--- src/sv/spa_dly.sv ---
// Fixed-length delay line for pipeline side data.
module spa_dly #(
  parameter int W = 32,
  parameter int D = 1
) (
  input  logic         clk,
  input  logic [W-1:0] d_i,
  output logic [W-1:0] q_o
);

  logic [W-1:0] sh_r [D];

  always_ff @(posedge clk) begin
    sh_r[0] <= d_i;
    for (int k = 1; k < D; k++) begin
      sh_r[k] <= sh_r[k-1];
    end
  end

  assign q_o = sh_r[D-1];

endmodule

--- config.mk ---
export PLATFORM = sky130hd
export DESIGN_NAME = spa_dly
export DESIGN_NICKNAME = d
export VERILOG_FILES = /design/src/sv/spa_dly.sv
export SDC_FILE = /design/constraint.sdc
export NUM_CORES = 1
export LEC_CHECK = 0
export BUFFER_PORTS_ARGS = -buffer_cell sky130_fd_sc_hd__buf_4
export CAP_MARGIN = 20
export CELL_PAD_IN_SITES_DETAIL_PLACEMENT = 0
export CELL_PAD_IN_SITES_GLOBAL_PLACEMENT = 1
export CORE_ASPECT_RATIO = 1.75
export CORE_MARGIN = 8
export CORE_UTILIZATION = 21
export DETAILED_ROUTE_END_ITERATION = 6
export GPL_TIMING_DRIVEN = 0
export PLACE_DENSITY_LB_ADDON = 0.15
export SLEW_MARGIN = 10
export SYNTH_ARGS = -nofsm -noshare
export SYNTH_HDL_FRONTEND = slang
export SYNTH_SLANG_ARGS = --single-unit
--- constraint.sdc ---
create_clock -name clk -period 0.8 [get_ports clk]
set_input_delay 0.04 -clock clk [delete_from_list [all_inputs] [get_ports clk]]
set_output_delay 0.04 -clock clk [all_outputs]
set_load 0.02 [all_outputs]
==> results by group, run 1 <==
Clock tree
  – Clk slew on worst S/H paths: about 0.06 ns
  – Post-CTS Setup Inserts: 0
  – CTS root buf: clkbuf_8
  – H-tree level count: 2
  – CTS tree: done
  – Max Root-Sink Buffers: 2
  – TritonCTS sink count: 32
  – Clock buffer count from CTS: 5

Routing
  – Routed length per instance: 13.5 um
  – Remaining antenna violation count: 0
  – DR vias/cell: about 3.9
  – Vias post-DR: 632
  – Drt total wl: between 2000 and 2500 um
  – Drt first pass iters: 3
  – # DRC: 0
  – Drt initial violations: 1

Floorplan
  – DIE AREA: approximately 5100 um^2
  – Core Region: approximately 2900 um^2
  – I/O Pins: 65
  – Die Span Y: ~89 um
  – Chip width: roughly 58 um
  – Std cell rows: 26
  – Initial Utilization: between 20% and 30%

GRT
  – Gr ovfl total: 0
  – First-pass GRT wire length: between 3000 and 4000 um
  – GRT Resource Usage Total: 9.10%
  – Largest net degree at the start of global routing: 11
  – Initial antenna violation count: 0
  – Vias in the first global route: a little over 700

Final layout
  – Multi-input gates: 0
  – Multi-input logic area: 0 um^2
  – Area grow syn2layout: 155%
  – Max FFs per register: 32
  – Nets: approximately 170
  – Post-route cell area: about 1600 um^2
  – Antenna cell count: 0
  – Biggest regs: sh_r (32)
  – Most flop-heavy register: sh_r
  – Layout cells sized above 1: between 50% and 60%
  – Sequential cell area: between 600 and 700 um^2
  – # fillers: 238

Synthesis
  – Post-synth top area cell: dfxtp_1
  – Syn_area_per_cell: ~20 um^2
  – Seq cells post-synth: 32
  – Library cells used by synthesis: 1
  – Synth async-reset ratio: 0%
  – Area contributors post-synth: dfxtp_1 100%
  – Gate count of the mapped netlist: 32
  – Synth Warn #: 0
  – Cell area after synthesis: 641 um^2
  – Post-synth top area share: 100%
  – Most used flip-flop cell after synthesis: dfxtp_1
  – Commonest cells post-synth: 32 x dfxtp_1
  – EDFF count, synth: 0
  – Mapped Nets: 65
  – Count leader, synth: dfxtp_1
  – Post-synthesis sequential area ratio: 100%

Placement
  – Final GP Congestion: between 0.7 and 0.8
  – DP Area: roughly 1200 um^2
  – Count of port buffers added during placement: 64

Timing
  – Normalized max-slew margin: between 90 and 100%
  – Slew Limit Fails: 0
  – Crit share post-route: between 90% and 100%
  – Final Critical Period: ~0.77 ns
  – Measured slew at the worst slew-check pin: approximately 0.078 ns
  – WHS: 0.398 ns
  – Setup-failing EPs final: 0
  – Achievable Freq: between 1000 and 1500 MHz
  – Final hold violation count: 0
  – Sum Neg Setup Slack: 0 ns

Worst setup path
  – Top cell family by delay on the critical path: flip-flops
  – CP Buf/Inv Count: 1
  – Startpoint Class: register
  – CP endpoint kind: primary output
  – Critical path type: register to primary output
  – CP arrival: roughly 0.73 ns
  – Worst stage delay on the critical path: around 0.30 ns
  – Crit Path Max Fanout: 1
  – Slowest stage cell, crit path: dfxtp_1
  – Crit-path cells: buf_4
  – Worst EP required: 0.76 ns

Hold path
  – HP Class: input port to register
  – Hold path cells: 2
  – Hold worst-path end: sh_r[0][22]
  – HP Start: d_i[22]

Run
  – # Max-Cap Violations: 0

Pwr
  – Pwr dens: ~2200 nW/um^2
  – Max VDD drop: 0.00178 V
  – P_leak: ~0.00078 uW
  – Total power: about 3700 uW

Run status
  – Outcome: completed
==> layout make-up <==
class | instances | area share, %
Timing Repair Buffer | 96 | 51.5
Sequential cell | 32 | 39.8
Clock buffer | 6 | 4.44
Clock inverter | 2 | 2.14
Tap cell | 28 | 2.14
==> worst max-delay path by stage <==
stage,from,to,slack [ns],depth (start not counted)
final,sh_r[0][19],q_o[19],0.03,1
after detailed placement,sh_r[0][25],q_o[25],0.33,1
after floorplan,sh_r[0][0],q_o[0],0.36,0
after global placement,sh_r[0][26],q_o[26],0.33,1
after CTS,sh_r[0][30],q_o[30],0.008,1
after global routing,sh_r[0][11],q_o[11],-0.004,1
==> layout by cell type, fill, tap and decap left out <==
cell | Yosys | routed
dfxtp_2 | 0 | 8
clkbuf_8 | 0 | 5
buf_4 | 0 | 53
bufinv_16 | 0 | 1
dfxtp_1 | 32 | 24
clkinv_2 | 0 | 1
dlygate4sd3_1 | 0 | 32
clkbuf_1 | 0 | 1
buf_6 | 0 | 11
==> timing repair <==
action	4_1_cts	5_1_grt
resized for setup	0	19
hold buffers	32	0
setup endpoints to repair	0	11
hold endpoints to repair	32	0
==> power by group <==
| group | internal, uW | switching [uW] | leakage (uW) |
|---|---|---|---|
| Sequential | 1680 | 27.5 | 0.000270 |
| Combinational | 318 | 189 | 0.000455 |
| Clock | 922 | 536 | 0.0000552 |
| Total | 2920 | 753 | 0.000780 |
==> per-layer routing <==
layer | vias up | GRT usage (%) | part of all wire (%)
li1 | 301 | - | -
met4 | 0 | 5.61 | 2.8
met3 | 7 | 7.49 | 15
met5 | - | 0 | 0
met1 | 273 | 6.20 | 31
met2 | 51 | 16.3 | 51
==> through the flow <==
step,utilization [%],setup slack (ns),cells
final,55.9,0.0319,164
after floorplan,-,0.365,32
after global placement,39.5,0.327,124
after global routing,55.9,-0.00445,164
after detailed placement,39.5,0.329,124
after CTS,54.1,0.00814,164
==> kinds of logic (layout without fill, tap and decap cells) <==
kind of cell	Yosys count	after routing	share of synthesized area, %
buf+inv	0	104	0
flops	32	32	100
Power figures use the tool's default switching activity.
==> inputs of run 2 (changes only) <==
--- a/config.mk
+++ b/config.mk
@@ -14,7 +14,8 @@
 export CORE_UTILIZATION = 21
 export DETAILED_ROUTE_END_ITERATION = 6
 export GPL_TIMING_DRIVEN = 0
-export PLACE_DENSITY_LB_ADDON = 0.15
+export PLACE_DENSITY_LB_ADDON = 0.1
+export REMOVE_ABC_BUFFERS = 1
 export SLEW_MARGIN = 10
 export SYNTH_ARGS = -nofsm -noshare
 export SYNTH_HDL_FRONTEND = slang
==> run 2 against run 1 <==
Compared with the run above: sequential power hardly changed; sequential share of layout area is 0.96 points higher; global-route usage is 0.22 points lower; total power is 7.7% lower; critical path type unchanged; highest routed layer is now met3.
==> results by group, run 2 (synthesis results as in run 1) <==
Worst setup path
  – Crit-path cells: buf_4
  – CP arrival: roughly 0.73 ns
  – Top cell family by delay on the critical path: flip-flops
  – CP Buf/Inv Count: 1
  – Startpoint Class: register
  – CP endpoint kind: primary output
  – Crit Path Max Fanout: 1
  – Slowest stage cell, crit path: dfxtp_1
  – Critical path type: register to primary output
  – Worst EP required: approximately 0.76 ns
  – Worst stage delay on the critical path: 0.32 ns

Final layout
  – Sequential cell area: ~640 um^2
  – # fillers: between 200 and 300
  – Layout cells sized above 1: between 50% and 60%
  – Max FFs per register: 32
  – Multi-input logic area: 0 um^2
  – Post-Route Utilization: 53.8%
  – Biggest regs: sh_r (32)
  – Commonest non-fill, non-tap cells in the layout: 62 x buf_4, 32 x dlygate4sd3_1, 31 x dfxtp_1
  – Nets: between 150 and 200
  – Area grow syn2layout: 146%
  – Multi-input gates: 0
  – Most flop-heavy register: sh_r
  – Final Non-Filler Cells: 164
  – Antenna cell count: 0
  – Commonest non-fill, non-tap cell in the layout: buf_4

Timing
  – Final hold violation count: 0
  – Final worst slack: about 0.034 ns
  – Setup-failing EPs final: 0
  – Achievable Freq: around 1300 MHz
  – Normalized max-slew margin: 94.5%
  – Slew Limit Fails: 0
  – Crit share post-route: roughly 96%
  – Sum Neg Setup Slack: 0 ns
  – Measured slew at the worst slew-check pin: about 0.083 ns
  – RSZ-0062 raised after global routing: false
  – Final Critical Period: around 0.77 ns

Placement
  – Post-Place Worst Slack: between 0.3 and 0.4 ns
  – Dpl cells: 124
  – Count of port buffers added during placement: 64
  – Final GP Congestion: 0.683

Routing
  – Remaining antenna violation count: 0
  – Drt total wl: around 2100 um
  – Routed length per instance: between 10 and 15 um
  – Drt initial violations: 8
  – Drt first pass iters: 2
  – DR vias/cell: between 3 and 4
  – # DRC: 0
  – Vias post-DR: ~630

Pwr
  – Clock power share: 35.4%
  – Flop pwr share: between 50 and 60%
  – Int Pwr: 2680 uW
  – Sw Pwr: roughly 700 uW
  – Net Sw Frac: a little over a fifth
  – Comb power frac: 14.4%
  – Pwr dens: between 2000 and 2500 nW/um^2
  – Max VDD drop: 0.00137 V
  – P_leak: 0.000759 uW

Clock tree
  – Clk slew on worst S/H paths: approximately 0.06 ns
  – TritonCTS sink count: 32
  – CTS root buf: clkbuf_8
  – H-tree level count: 2
  – CTS tree: done
  – Clock buffer count from CTS: 5
  – Max Root-Sink Buffers: 2

Floorplan
  – I/O Pins: 65
  – Core Region: around 3000 um^2
  – Die Span Y: 89.1 um
  – Std cell rows: 26
  – Initial Utilization: between 20 and 25%
  – DIE AREA: 5140 um^2
  – Chip width: between 50 and 60 um

GRT
  – Largest net degree at the start of global routing: 10
  – Vias in the first global route: 694
  – GRT Resource Usage Total: under 10%
  – First-pass GRT wire length: approximately 3400 um
  – Initial antenna violation count: 0
  – Met3 Use GR: 7.49%
  – GR Util met2: approximately 15%
  – M1 GR Usage: between 7 and 8%
  – Gr busiest metal: met2
  – Gr ovfl total: 0

Run
  – # Max-Cap Violations: 0

Hold path
  – HP Class: input port to register

Run status
  – Outcome: completed
[run 2: area by class of cell]
class / count / area share (%)
well taps: 28 / 2.22
flip-flops and latches: 32 / 40.7
clock buffers: 8 / 5.72
repair buffers: 96 / 51.3
[run 2: stage by stage]
step                      hold WS, ns  cell area [um^2]  power, uW
after floorplan                0.0677               641       1850
after global placement          0.145              1160       2100
after detailed placement        0.145              1160       2100
after CTS                       0.394              1570       3440
after global routing            0.395              1580       3540
final                           0.406              1580       3400
[run 2: power by group through the flow]
stage          combinational [uW]  clock (uW)  sequential, uW
3_3_place_gp                  364           0            1740
5_1_grt                       521        1310            1710
6_report                      490        1200            1700
2_1_floorplan                   0           0            1850
4_1_cts                       492        1250            1700
3_5_place_dp                  365           0            1740
[run 2: repair_timing]
item                                    in CTS  in global routing
endpoints found under the setup margin       0                  2
hold buffers                                32                  0
hold endpoints to repair                    32                  0
gates resized for setup                      0                  3
buffers inserted                             0                  0
[run 2: worst paths after layout]
| check | start | to | slack, ns | cells past startpoint |
|---|---|---|---|---|
| setup / recovery | sh_r[0][24] | q_o[24] | 0.03 | 1 |
| hold / removal | d_i[15] | sh_r[0][15] | 0.41 | 2 |
[run 2: per-layer routing]
metal / part of all wire [%] / wire length [um]
met3: 14 / 287
met1: 37 / 763
met2: 50 / 1040
met5: 0 / 0
met4: 0 / 0
