==> config.mk <==
export PLATFORM = sky130hd
export DESIGN_NAME = spa_fmul
export DESIGN_NICKNAME = d
export VERILOG_FILES = /design/src/sv/spa_pkg.sv /design/src/sv/spa_fmul.sv
export SDC_FILE = /design/constraint.sdc
export NUM_CORES = 2
export LEC_CHECK = 0
export BUFFER_PORTS_ARGS = -buffer_cell sky130_fd_sc_hd__buf_2
export CORE_UTILIZATION = 58
export CTS_CLUSTER_DIAMETER = 50
export DETAILED_ROUTE_END_ITERATION = 6
export GPL_TIMING_DRIVEN = 0
export PLACE_DENSITY = 0.78
export SLEW_MARGIN = 0
export SYNTH_ARGS = -nofsm -noshare
export SYNTH_HDL_FRONTEND = slang
export SYNTH_SLANG_ARGS = --single-unit
==> constraint.sdc <==
create_clock -name clk -period 8.1 [get_ports clk]
set_input_delay 1.62 -clock clk [delete_from_list [all_inputs] [get_ports clk]]
set_output_delay 1.62 -clock clk [all_outputs]
set_load 0.02 [all_outputs]
==> src/sv/spa_pkg.sv <==
// Shared constants and helper functions for the single-precision sine pipeline.
package spa_pkg;

  localparam int WORD_W = 32;

  // binary32 constants
  localparam logic [31:0] CANON_NAN = 32'h7FC0_0000;
  localparam logic [31:0] POS_ZERO  = 32'h0000_0000;
  localparam logic [31:0] NEG_ZERO  = 32'h8000_0000;
  localparam logic [31:0] PI_HI     = 32'h4049_0FDB;
  localparam logic [31:0] NEG_PI_HI = 32'hC049_0FDB;
  localparam logic [31:0] PI_LO     = 32'hB3BB_BD2E;
  localparam logic [31:0] NEG_PI_LO = 32'h33BB_BD2E;
  localparam logic [31:0] PERIOD    = 32'h40C9_0FDB;  // 2 * PI_HI, exact

  // unit latencies
  localparam int LAT_ADD       = 3;
  localparam int LAT_MUL       = 3;
  localparam int REM_STEPS     = 8;    // shift-subtract steps per remainder stage
  localparam int REM_MAX_SHIFT = 125;  // largest finite exponent minus the period's
  localparam int REM_STAGES    = (REM_MAX_SHIFT + REM_STEPS - 1) / REM_STEPS;
  localparam int LAT_REM       = REM_STAGES + 3;

  localparam int NUM_COEF = 6;
  localparam logic [2:0] MAX_DROP = 3'd6;

  // configuration register indexes
  localparam logic [2:0] REG_TERMS = 3'd0;
  localparam logic [2:0] REG_COEF0 = 3'd1;
  localparam logic [2:0] REG_COEF1 = 3'd2;
  localparam logic [2:0] REG_COEF2 = 3'd3;
  localparam logic [2:0] REG_COEF3 = 3'd4;
  localparam logic [2:0] REG_COEF4 = 3'd5;
  localparam logic [2:0] REG_COEF5 = 3'd6;

  // leading zeros of a 48-bit word; 48 when zero
  function automatic logic [5:0] lead_zeros(input logic [47:0] v);
    logic [5:0] n;
    logic       hit;
    n   = 6'd48;
    hit = 1'b0;
    for (int i = 47; i >= 0; i--) begin
      if (!hit && v[i]) begin
        n   = 6'(47 - i);
        hit = 1'b1;
      end
    end
    return n;
  endfunction

  function automatic logic is_nan(input logic [31:0] v);
    return (v[30:23] == 8'hFF) && (v[22:0] != 23'd0);
  endfunction

endpackage

==> src/sv/spa_fmul.sv <==
// Three-stage binary32 multiplier, round to nearest even, subnormals kept.
module spa_fmul import spa_pkg::*; (
  input  logic        clk,
  input  logic [31:0] a_i,
  input  logic [31:0] b_i,
  output logic [31:0] p_o
);

  // stage 1: specials and mantissa product
  logic        s1_spec_r, s1_sign_r;
  logic [31:0] s1_sword_r;
  logic [47:0] s1_prod_r;
  logic [9:0]  s1_e_r;

  logic        a_nan, b_nan, a_inf, b_inf, a_zero, b_zero, sgn;
  logic [31:0] sword;
  logic [7:0]  ea, eb;

  always_comb begin
    a_nan  = (a_i[30:23] == 8'hFF) && (a_i[22:0] != 23'd0);
    b_nan  = (b_i[30:23] == 8'hFF) && (b_i[22:0] != 23'd0);
    a_inf  = (a_i[30:23] == 8'hFF) && (a_i[22:0] == 23'd0);
    b_inf  = (b_i[30:23] == 8'hFF) && (b_i[22:0] == 23'd0);
    a_zero = a_i[30:0] == 31'd0;
    b_zero = b_i[30:0] == 31'd0;
    sgn    = a_i[31] ^ b_i[31];
    if (a_nan || b_nan || (a_inf && b_zero) || (b_inf && a_zero)) begin
      sword = CANON_NAN;
    end else if (a_inf || b_inf) begin
      sword = {sgn, 8'hFF, 23'd0};
    end else begin
      sword = {sgn, 31'd0};
    end
    ea = (a_i[30:23] == 8'd0) ? 8'd1 : a_i[30:23];
    eb = (b_i[30:23] == 8'd0) ? 8'd1 : b_i[30:23];
  end

  always_ff @(posedge clk) begin
    s1_spec_r  <= a_nan | b_nan | a_inf | b_inf | a_zero | b_zero;
    s1_sword_r <= sword;
    s1_sign_r  <= sgn;
    s1_prod_r  <= {(a_i[30:23] != 8'd0), a_i[22:0]} * {(b_i[30:23] != 8'd0), b_i[22:0]};
    s1_e_r     <= {2'd0, ea} + {2'd0, eb} - 10'd127;
  end

  // stage 2: find normalizing shift (left) or denormalizing shift (right)
  logic        s2_spec_r, s2_sign_r, s2_left_r, s2_ovf_r;
  logic [31:0] s2_sword_r;
  logic [47:0] s2_prod_r;
  logic [5:0]  s2_amt_r;
  logic [8:0]  s2_ex_r;

  logic [5:0]        lz, amt;
  logic signed [9:0] e_s, er, neg;
  logic              left, ovf;
  logic [8:0]        ex;

  always_comb begin
    lz  = lead_zeros(s1_prod_r);
    e_s = signed'(s1_e_r);
    er  = e_s + 10'sd1 - signed'({4'd0, lz});
    neg = -e_s;
    ovf = er >= 10'sd255;
    if (er > 10'sd0) begin
      left = 1'b1;
      amt  = lz;
      ex   = er[8:0];
    end else if (e_s >= 10'sd0) begin
      left = 1'b1;
      amt  = e_s[5:0];
      ex   = 9'd1;
    end else begin
      left = 1'b0;
      amt  = (neg > 10'sd50) ? 6'd50 : neg[5:0];
      ex   = 9'd1;
    end
  end

  always_ff @(posedge clk) begin
    s2_spec_r  <= s1_spec_r;
    s2_sword_r <= s1_sword_r;
    s2_sign_r  <= s1_sign_r;
    s2_prod_r  <= s1_prod_r;
    s2_left_r  <= left;
    s2_amt_r   <= amt;
    s2_ex_r    <= ex;
    s2_ovf_r   <= ovf;
  end

  // stage 3: shift, round, pack
  logic [47:0] pn;
  logic [97:0] ext;
  logic        st, inc;
  logic [8:0]  ef;
  logic [31:0] pk, res;

  always_comb begin
    ext = {s2_prod_r, 50'd0} >> s2_amt_r;
    if (s2_left_r) begin
      pn = s2_prod_r << s2_amt_r;
      st = 1'b0;
    end else begin
      pn = ext[97:50];
      st = |ext[49:0];
    end
    inc = pn[23] & ((|pn[22:0]) | st | pn[24]);
    ef  = pn[47] ? s2_ex_r : 9'd0;
    pk  = {ef, pn[46:24]} + {31'd0, inc};
    if (s2_spec_r) begin
      res = s2_sword_r;
    end else if (s2_ovf_r || (pk[31:23] >= 9'd255)) begin
      res = {s2_sign_r, 8'hFF, 23'd0};
    end else begin
      res = {s2_sign_r, pk[30:0]};
    end
  end

  always_ff @(posedge clk) begin
    p_o <= res;
  end

endmodule

==> insert_results.sql <==
INSERT INTO impl_metrics (metric_group, metric, value, unit) VALUES
('final_layout', 'post_layout_nets', '4390', ''),
('drt', 'via_count', '28000', ''),
('floorplan', 'die-area', '54400', 'µm²'),
('synth', 'synth_nets', '4266', ''),
('worst_setup_path', 'critPathArrivalTime', '8.49', 'ns'),
('drt', 'detail-route-antenna-nets', '0', ''),
('synth', 'synth_edf_count', '0', ''),
('clock_tree', 'clk-insertion-delay-late', '0.47', 'ns'),
('drt', 'length_of_the_first_detailed_routing_pass_in_iterations', '7', ''),
('synth', 'yosys.cell_count.top_type', 'sky130_fd_sc_hd__inv_1', ''),
('synth', 'yosysWarnings', '0', ''),
('worst_setup_path', 'critical_path.startpoint_type', 'primary input', ''),
('drt', 'drt-total-wl', '118000', 'µm'),
('worst_hold_path', 'worstHoldPathCells', '0', ''),
('sta', 'final_max_slew_viol_count', '0', ''),
('worst_setup_path', 'r2r_setup_slack', '0.83', 'ns'),
('sta', 'timing_worst_slew_pin_value', '1.22', 'ns'),
('synth', 'postSynth.asyncResetShare', '0', '%'),
('sta', 'fin_ws', '-0.0378', 'ns'),
('drt', 'drt-wirelength-per-cell', '27.2', 'µm'),
('sta', 'relSlewSlack', '18.0', '%'),
('clock_tree', 'cts_tree', 'yes', ''),
('worst_setup_path', 'regToRegStartpoint', 's1_prod_r[46]$_DFF_P_', ''),
('worst_setup_path', 'logic_depth_of_the_worst_register_to_register_path', '27', ''),
('synth', 'ys_seq_area_share', '10.6', '%'),
('status', 'status', 'finished, violations left', ''),
('synth', 'postSynth.topFlopCell', 'sky130_fd_sc_hd__dfxtp_1', ''),
('grt', 'grt_pass1_vias', '28300', ''),
('synth', 'synth_top_area_share', '31.2', '%'),
('final_layout', 'fillers', '4388', ''),
('floorplan', 'ios', '97', ''),
('clock_tree', 'cts-buffers-inserted', '17', ''),
('placement', 'placed_cells_incl_taps', '4286', ''),
('grt', 'grt_first_pass_wirelength', '174000', 'µm'),
('worst_hold_path', 'worst_min_delay_path_endpoint', 's2_sword_r[31]$_DFF_P_', ''),
('sta', 'setup_violations', '2', ''),
('clock_tree', 'cts.htree.levels', '4', ''),
('synth', 'netlist_area', '31000', 'µm²'),
('floorplan', 'die_y', '233', 'µm'),
('grt', 'grt_start_max_net_pins', '22', ''),
('final_layout', 'final_cells', '4334', ''),
('grt', 'antenna_violations_before_repair', '7', ''),
('worst_setup_path', 'worst-setup-path-type', 'in -> reg', ''),
('worst_setup_path', 'r2r-end', 's2_amt_r[2]$_DFF_P_', ''),
('synth', 'synth.cells.most_frequent', '537 x sky130_fd_sc_hd__inv_1, 499 x sky130_fd_sc_hd__nand2_1, 484 x sky130_fd_sc_hd__fa_1, 218 x sky130_fd_sc_hd__and2_1, 209 x sky130_fd_sc_hd__ha_1', ''),
('synth', 'synth.avg_cell_area', '8.84', 'µm²'),
('grt', 'global_route.usage.total', '43.8', '%'),
('synth', 'synth_area_leaders', 'sky130_fd_sc_hd__fa_1 31%, sky130_fd_sc_hd__dfxtp_1 11%, sky130_fd_sc_hd__ha_1 8.4%', ''),
('floorplan', 'core_area', '52700', 'µm²'),
('status', 'failed_checks', 'negative setup slack', ''),
('final_layout', 'postLayoutCellArea', '33900', 'µm²'),
('sta', 'max_clock_freq', '0.123', 'GHz'),
('synth', 'synth.distinct_cells', '100', ''),
('sta', 'layout_min_cycle_time', '8.14', 'ns'),
('placement', 'place.gp.congestion', '1.18', ''),
('run', 'cap_violations', '0', ''),
('sta', 'rsz0062_at_grt', 'true', ''),
('placement', 'dp_hpwl', '91800', 'µm'),
('grt', 'grt_overflow', '0', ''),
('drt', 'vias_per_cell', '6.47', ''),
('floorplan', 'initial_utilization', '58.9', '%'),
('placement', 'placed_cell_area', '32400', 'µm²'),
('worst_hold_path', 'hp-start', 's1_sword_r[31]$_SDFF_PP0_', ''),
('floorplan', 'die_w', '233', 'µm'),
('worst_setup_path', 'endpoint_kind', 'flip-flop', ''),
('sta', 'worst_hold_slack', '0.331', 'ns'),
('clock_tree', 'cts.reportedPaths.clkPinSlew', '0.08', 'ns'),
('worst_hold_path', 'holdCritPathClass', 'reg -> reg', ''),
('sta', 'finClkSkew', '0.0200', 'ns'),
('clock_tree', 'clock_sink_count', '165', ''),
('placement', 'port_buffers', '90', '');
[cell families after synthesis]
family | Yosys count | synth area share, %
buffers and inverters | 745 | 9.72
xor gates and xnor gates | 89 | 2.51
DFF | 165 | 10.6
AOI/OAI and AO/OA | 438 | 9.87
and+or+nand+nor | 1175 | 18.5
adders and majority gates | 693 | 39.7
muxes | 203 | 9.13
[state kept, by name, indices dropped and copies added, names as in the netlist]
register / flops
s2_left_r: 1
s2_ex_r: 9
s1_sign_r: 1
e_s: 10
s2_spec_r: 1
s2_amt_r: 6
s2_prod_r: 48
s2_sign_r: 1
s1_sword_r: 3
s2_ovf_r: 1
s1_prod_r: 48
s1_spec_r: 1
s2_sword_r: 3
p_o: 32
[cell type report]
cell class	count	area, µm²	share of cell area (%)
Antenna cell	1	2.50	0.00738
Sequential cell	165	3300	9.74
Buffer	203	1410	4.17
Tap cell	688	861	2.54
Multi-Input combinational cell	2598	25100	73.9
Inverter	540	2030	5.97
Clock buffer	17	425	1.25
Timing Repair Buffer	107	621	1.83
Clock inverter	15	216	0.638
[metrics by stage]
step	utilization, %	TNS, ns	setup slack [ns]
5_1_grt	64.4	-0.633	-0.242
6_report	64.4	-0.0683	-0.0378
3_3_place_gp	61.6	-21.63	-1.54
3_5_place_dp	61.6	-23.74	-1.61
4_1_cts	64.0	-0.106	-0.0890
2_1_floorplan	-	0	0.00911
[critical path, stage by stage]
cell	delay, ns
sky130_fd_sc_hd__buf_2	0.21
sky130_fd_sc_hd__clkbuf_1	0.39
sky130_fd_sc_hd__and2_1	0.28
sky130_fd_sc_hd__fa_1	0.39
sky130_fd_sc_hd__fa_1	0.51
sky130_fd_sc_hd__inv_1	0.06
sky130_fd_sc_hd__fa_1	0.53
sky130_fd_sc_hd__inv_1	0.05
sky130_fd_sc_hd__fa_1	0.48
sky130_fd_sc_hd__inv_1	0.05
sky130_fd_sc_hd__fa_1	0.46
sky130_fd_sc_hd__fa_1	0.50
sky130_fd_sc_hd__inv_1	0.05
sky130_fd_sc_hd__fa_1	0.48
sky130_fd_sc_hd__ha_4	0.32
sky130_fd_sc_hd__o21a_1	0.12
sky130_fd_sc_hd__o21a_1	0.16
sky130_fd_sc_hd__o21ai_4	0.08
sky130_fd_sc_hd__nor4_4	0.33
sky130_fd_sc_hd__nor2_4	0.10
sky130_fd_sc_hd__o31ai_4	0.26
sky130_fd_sc_hd__a2bb2oi_4	0.24
sky130_fd_sc_hd__a311oi_4	0.15
sky130_fd_sc_hd__o41ai_4	0.32
sky130_fd_sc_hd__a31oi_1	0.17
sky130_fd_sc_hd__xnor2_1	0.15
[what timing repair did]
item / in CTS / in global routing
gates resized for setup: 184 / 56
hold buffers: 0 / 0
buffers inserted: 10 / 6
pin swaps: 20 / 19
endpoints found under the setup margin: 21 / 17
[cells in the final DEF (no fill, tap or decap), types with 11 or more instances in the layout]
| cell type | count |
|---|---|
| sky130_fd_sc_hd__and3_1 | 14 |
| sky130_fd_sc_hd__o21ai_0 | 67 |
| sky130_fd_sc_hd__a22oi_1 | 17 |
| sky130_fd_sc_hd__nor4_1 | 28 |
| sky130_fd_sc_hd__mux4_2 | 56 |
| sky130_fd_sc_hd__nor3_1 | 41 |
| sky130_fd_sc_hd__xnor2_1 | 57 |
| sky130_fd_sc_hd__clkbuf_1 | 55 |
| sky130_fd_sc_hd__o22ai_1 | 34 |
| sky130_fd_sc_hd__nor2_1 | 154 |
| sky130_fd_sc_hd__a31oi_1 | 14 |
| sky130_fd_sc_hd__ha_1 | 204 |
| sky130_fd_sc_hd__a21o_1 | 29 |
| sky130_fd_sc_hd__o21a_1 | 12 |
| sky130_fd_sc_hd__clkbuf_16 | 18 |
| sky130_fd_sc_hd__nand4_1 | 21 |
| sky130_fd_sc_hd__xor2_1 | 31 |
| sky130_fd_sc_hd__o211ai_1 | 11 |
| sky130_fd_sc_hd__nor2_2 | 17 |
| sky130_fd_sc_hd__buf_1 | 11 |
| sky130_fd_sc_hd__a211oi_1 | 19 |
| sky130_fd_sc_hd__nand2b_1 | 31 |
| sky130_fd_sc_hd__nand2_1 | 497 |
| sky130_fd_sc_hd__buf_6 | 17 |
| sky130_fd_sc_hd__dfxtp_1 | 165 |
| sky130_fd_sc_hd__clkbuf_2 | 35 |
| sky130_fd_sc_hd__mux2i_1 | 93 |
| sky130_fd_sc_hd__a211o_1 | 11 |
| sky130_fd_sc_hd__clkbuf_8 | 23 |
| sky130_fd_sc_hd__buf_2 | 104 |
| sky130_fd_sc_hd__nor2b_1 | 34 |
| sky130_fd_sc_hd__buf_4 | 31 |
| sky130_fd_sc_hd__mux2_2 | 52 |
| sky130_fd_sc_hd__inv_1 | 537 |
| sky130_fd_sc_hd__a21oi_1 | 89 |
| sky130_fd_sc_hd__fa_1 | 482 |
| sky130_fd_sc_hd__or3_1 | 14 |
| sky130_fd_sc_hd__and2_1 | 217 |
| sky130_fd_sc_hd__clkbuf_4 | 24 |
| sky130_fd_sc_hd__nand3_1 | 46 |
[worst max path at each step]
| stage | slack, ns | depth (start not counted) | from | endpoint |
|---|---|---|---|---|
| 2_1_floorplan | 0.009 | 26 | a_i[12] | s1_prod_r[46]$_DFF_P_ |
| 3_3_place_gp | -1.54 | 25 | b_i[8] | s1_prod_r[46]$_DFF_P_ |
| 3_5_place_dp | -1.61 | 25 | b_i[8] | s1_prod_r[46]$_DFF_P_ |
| 4_1_cts | -0.09 | 26 | a_i[27] | s1_prod_r[46]$_DFF_P_ |
| 5_1_grt | -0.24 | 27 | b_i[3] | s1_prod_r[44]$_DFF_P_ |
| 6_report | -0.04 | 26 | a_i[1] | s1_prod_r[44]$_DFF_P_ |
[routing by layer]
layer  up-vias  global-route usage [%]  part of all wire [%]
met5         -                   0.184                 0.093
met4        10                    33.3                   9.7
met3       722                    15.8                    14
met2      2146                    67.2                    43
met1     13500                    49.9                    33
li1      11700                       -                     -
Power is left out: the tool's default activity adds up to more than one toggle a clock period on the data nets, which glitch-free logic cannot reach.
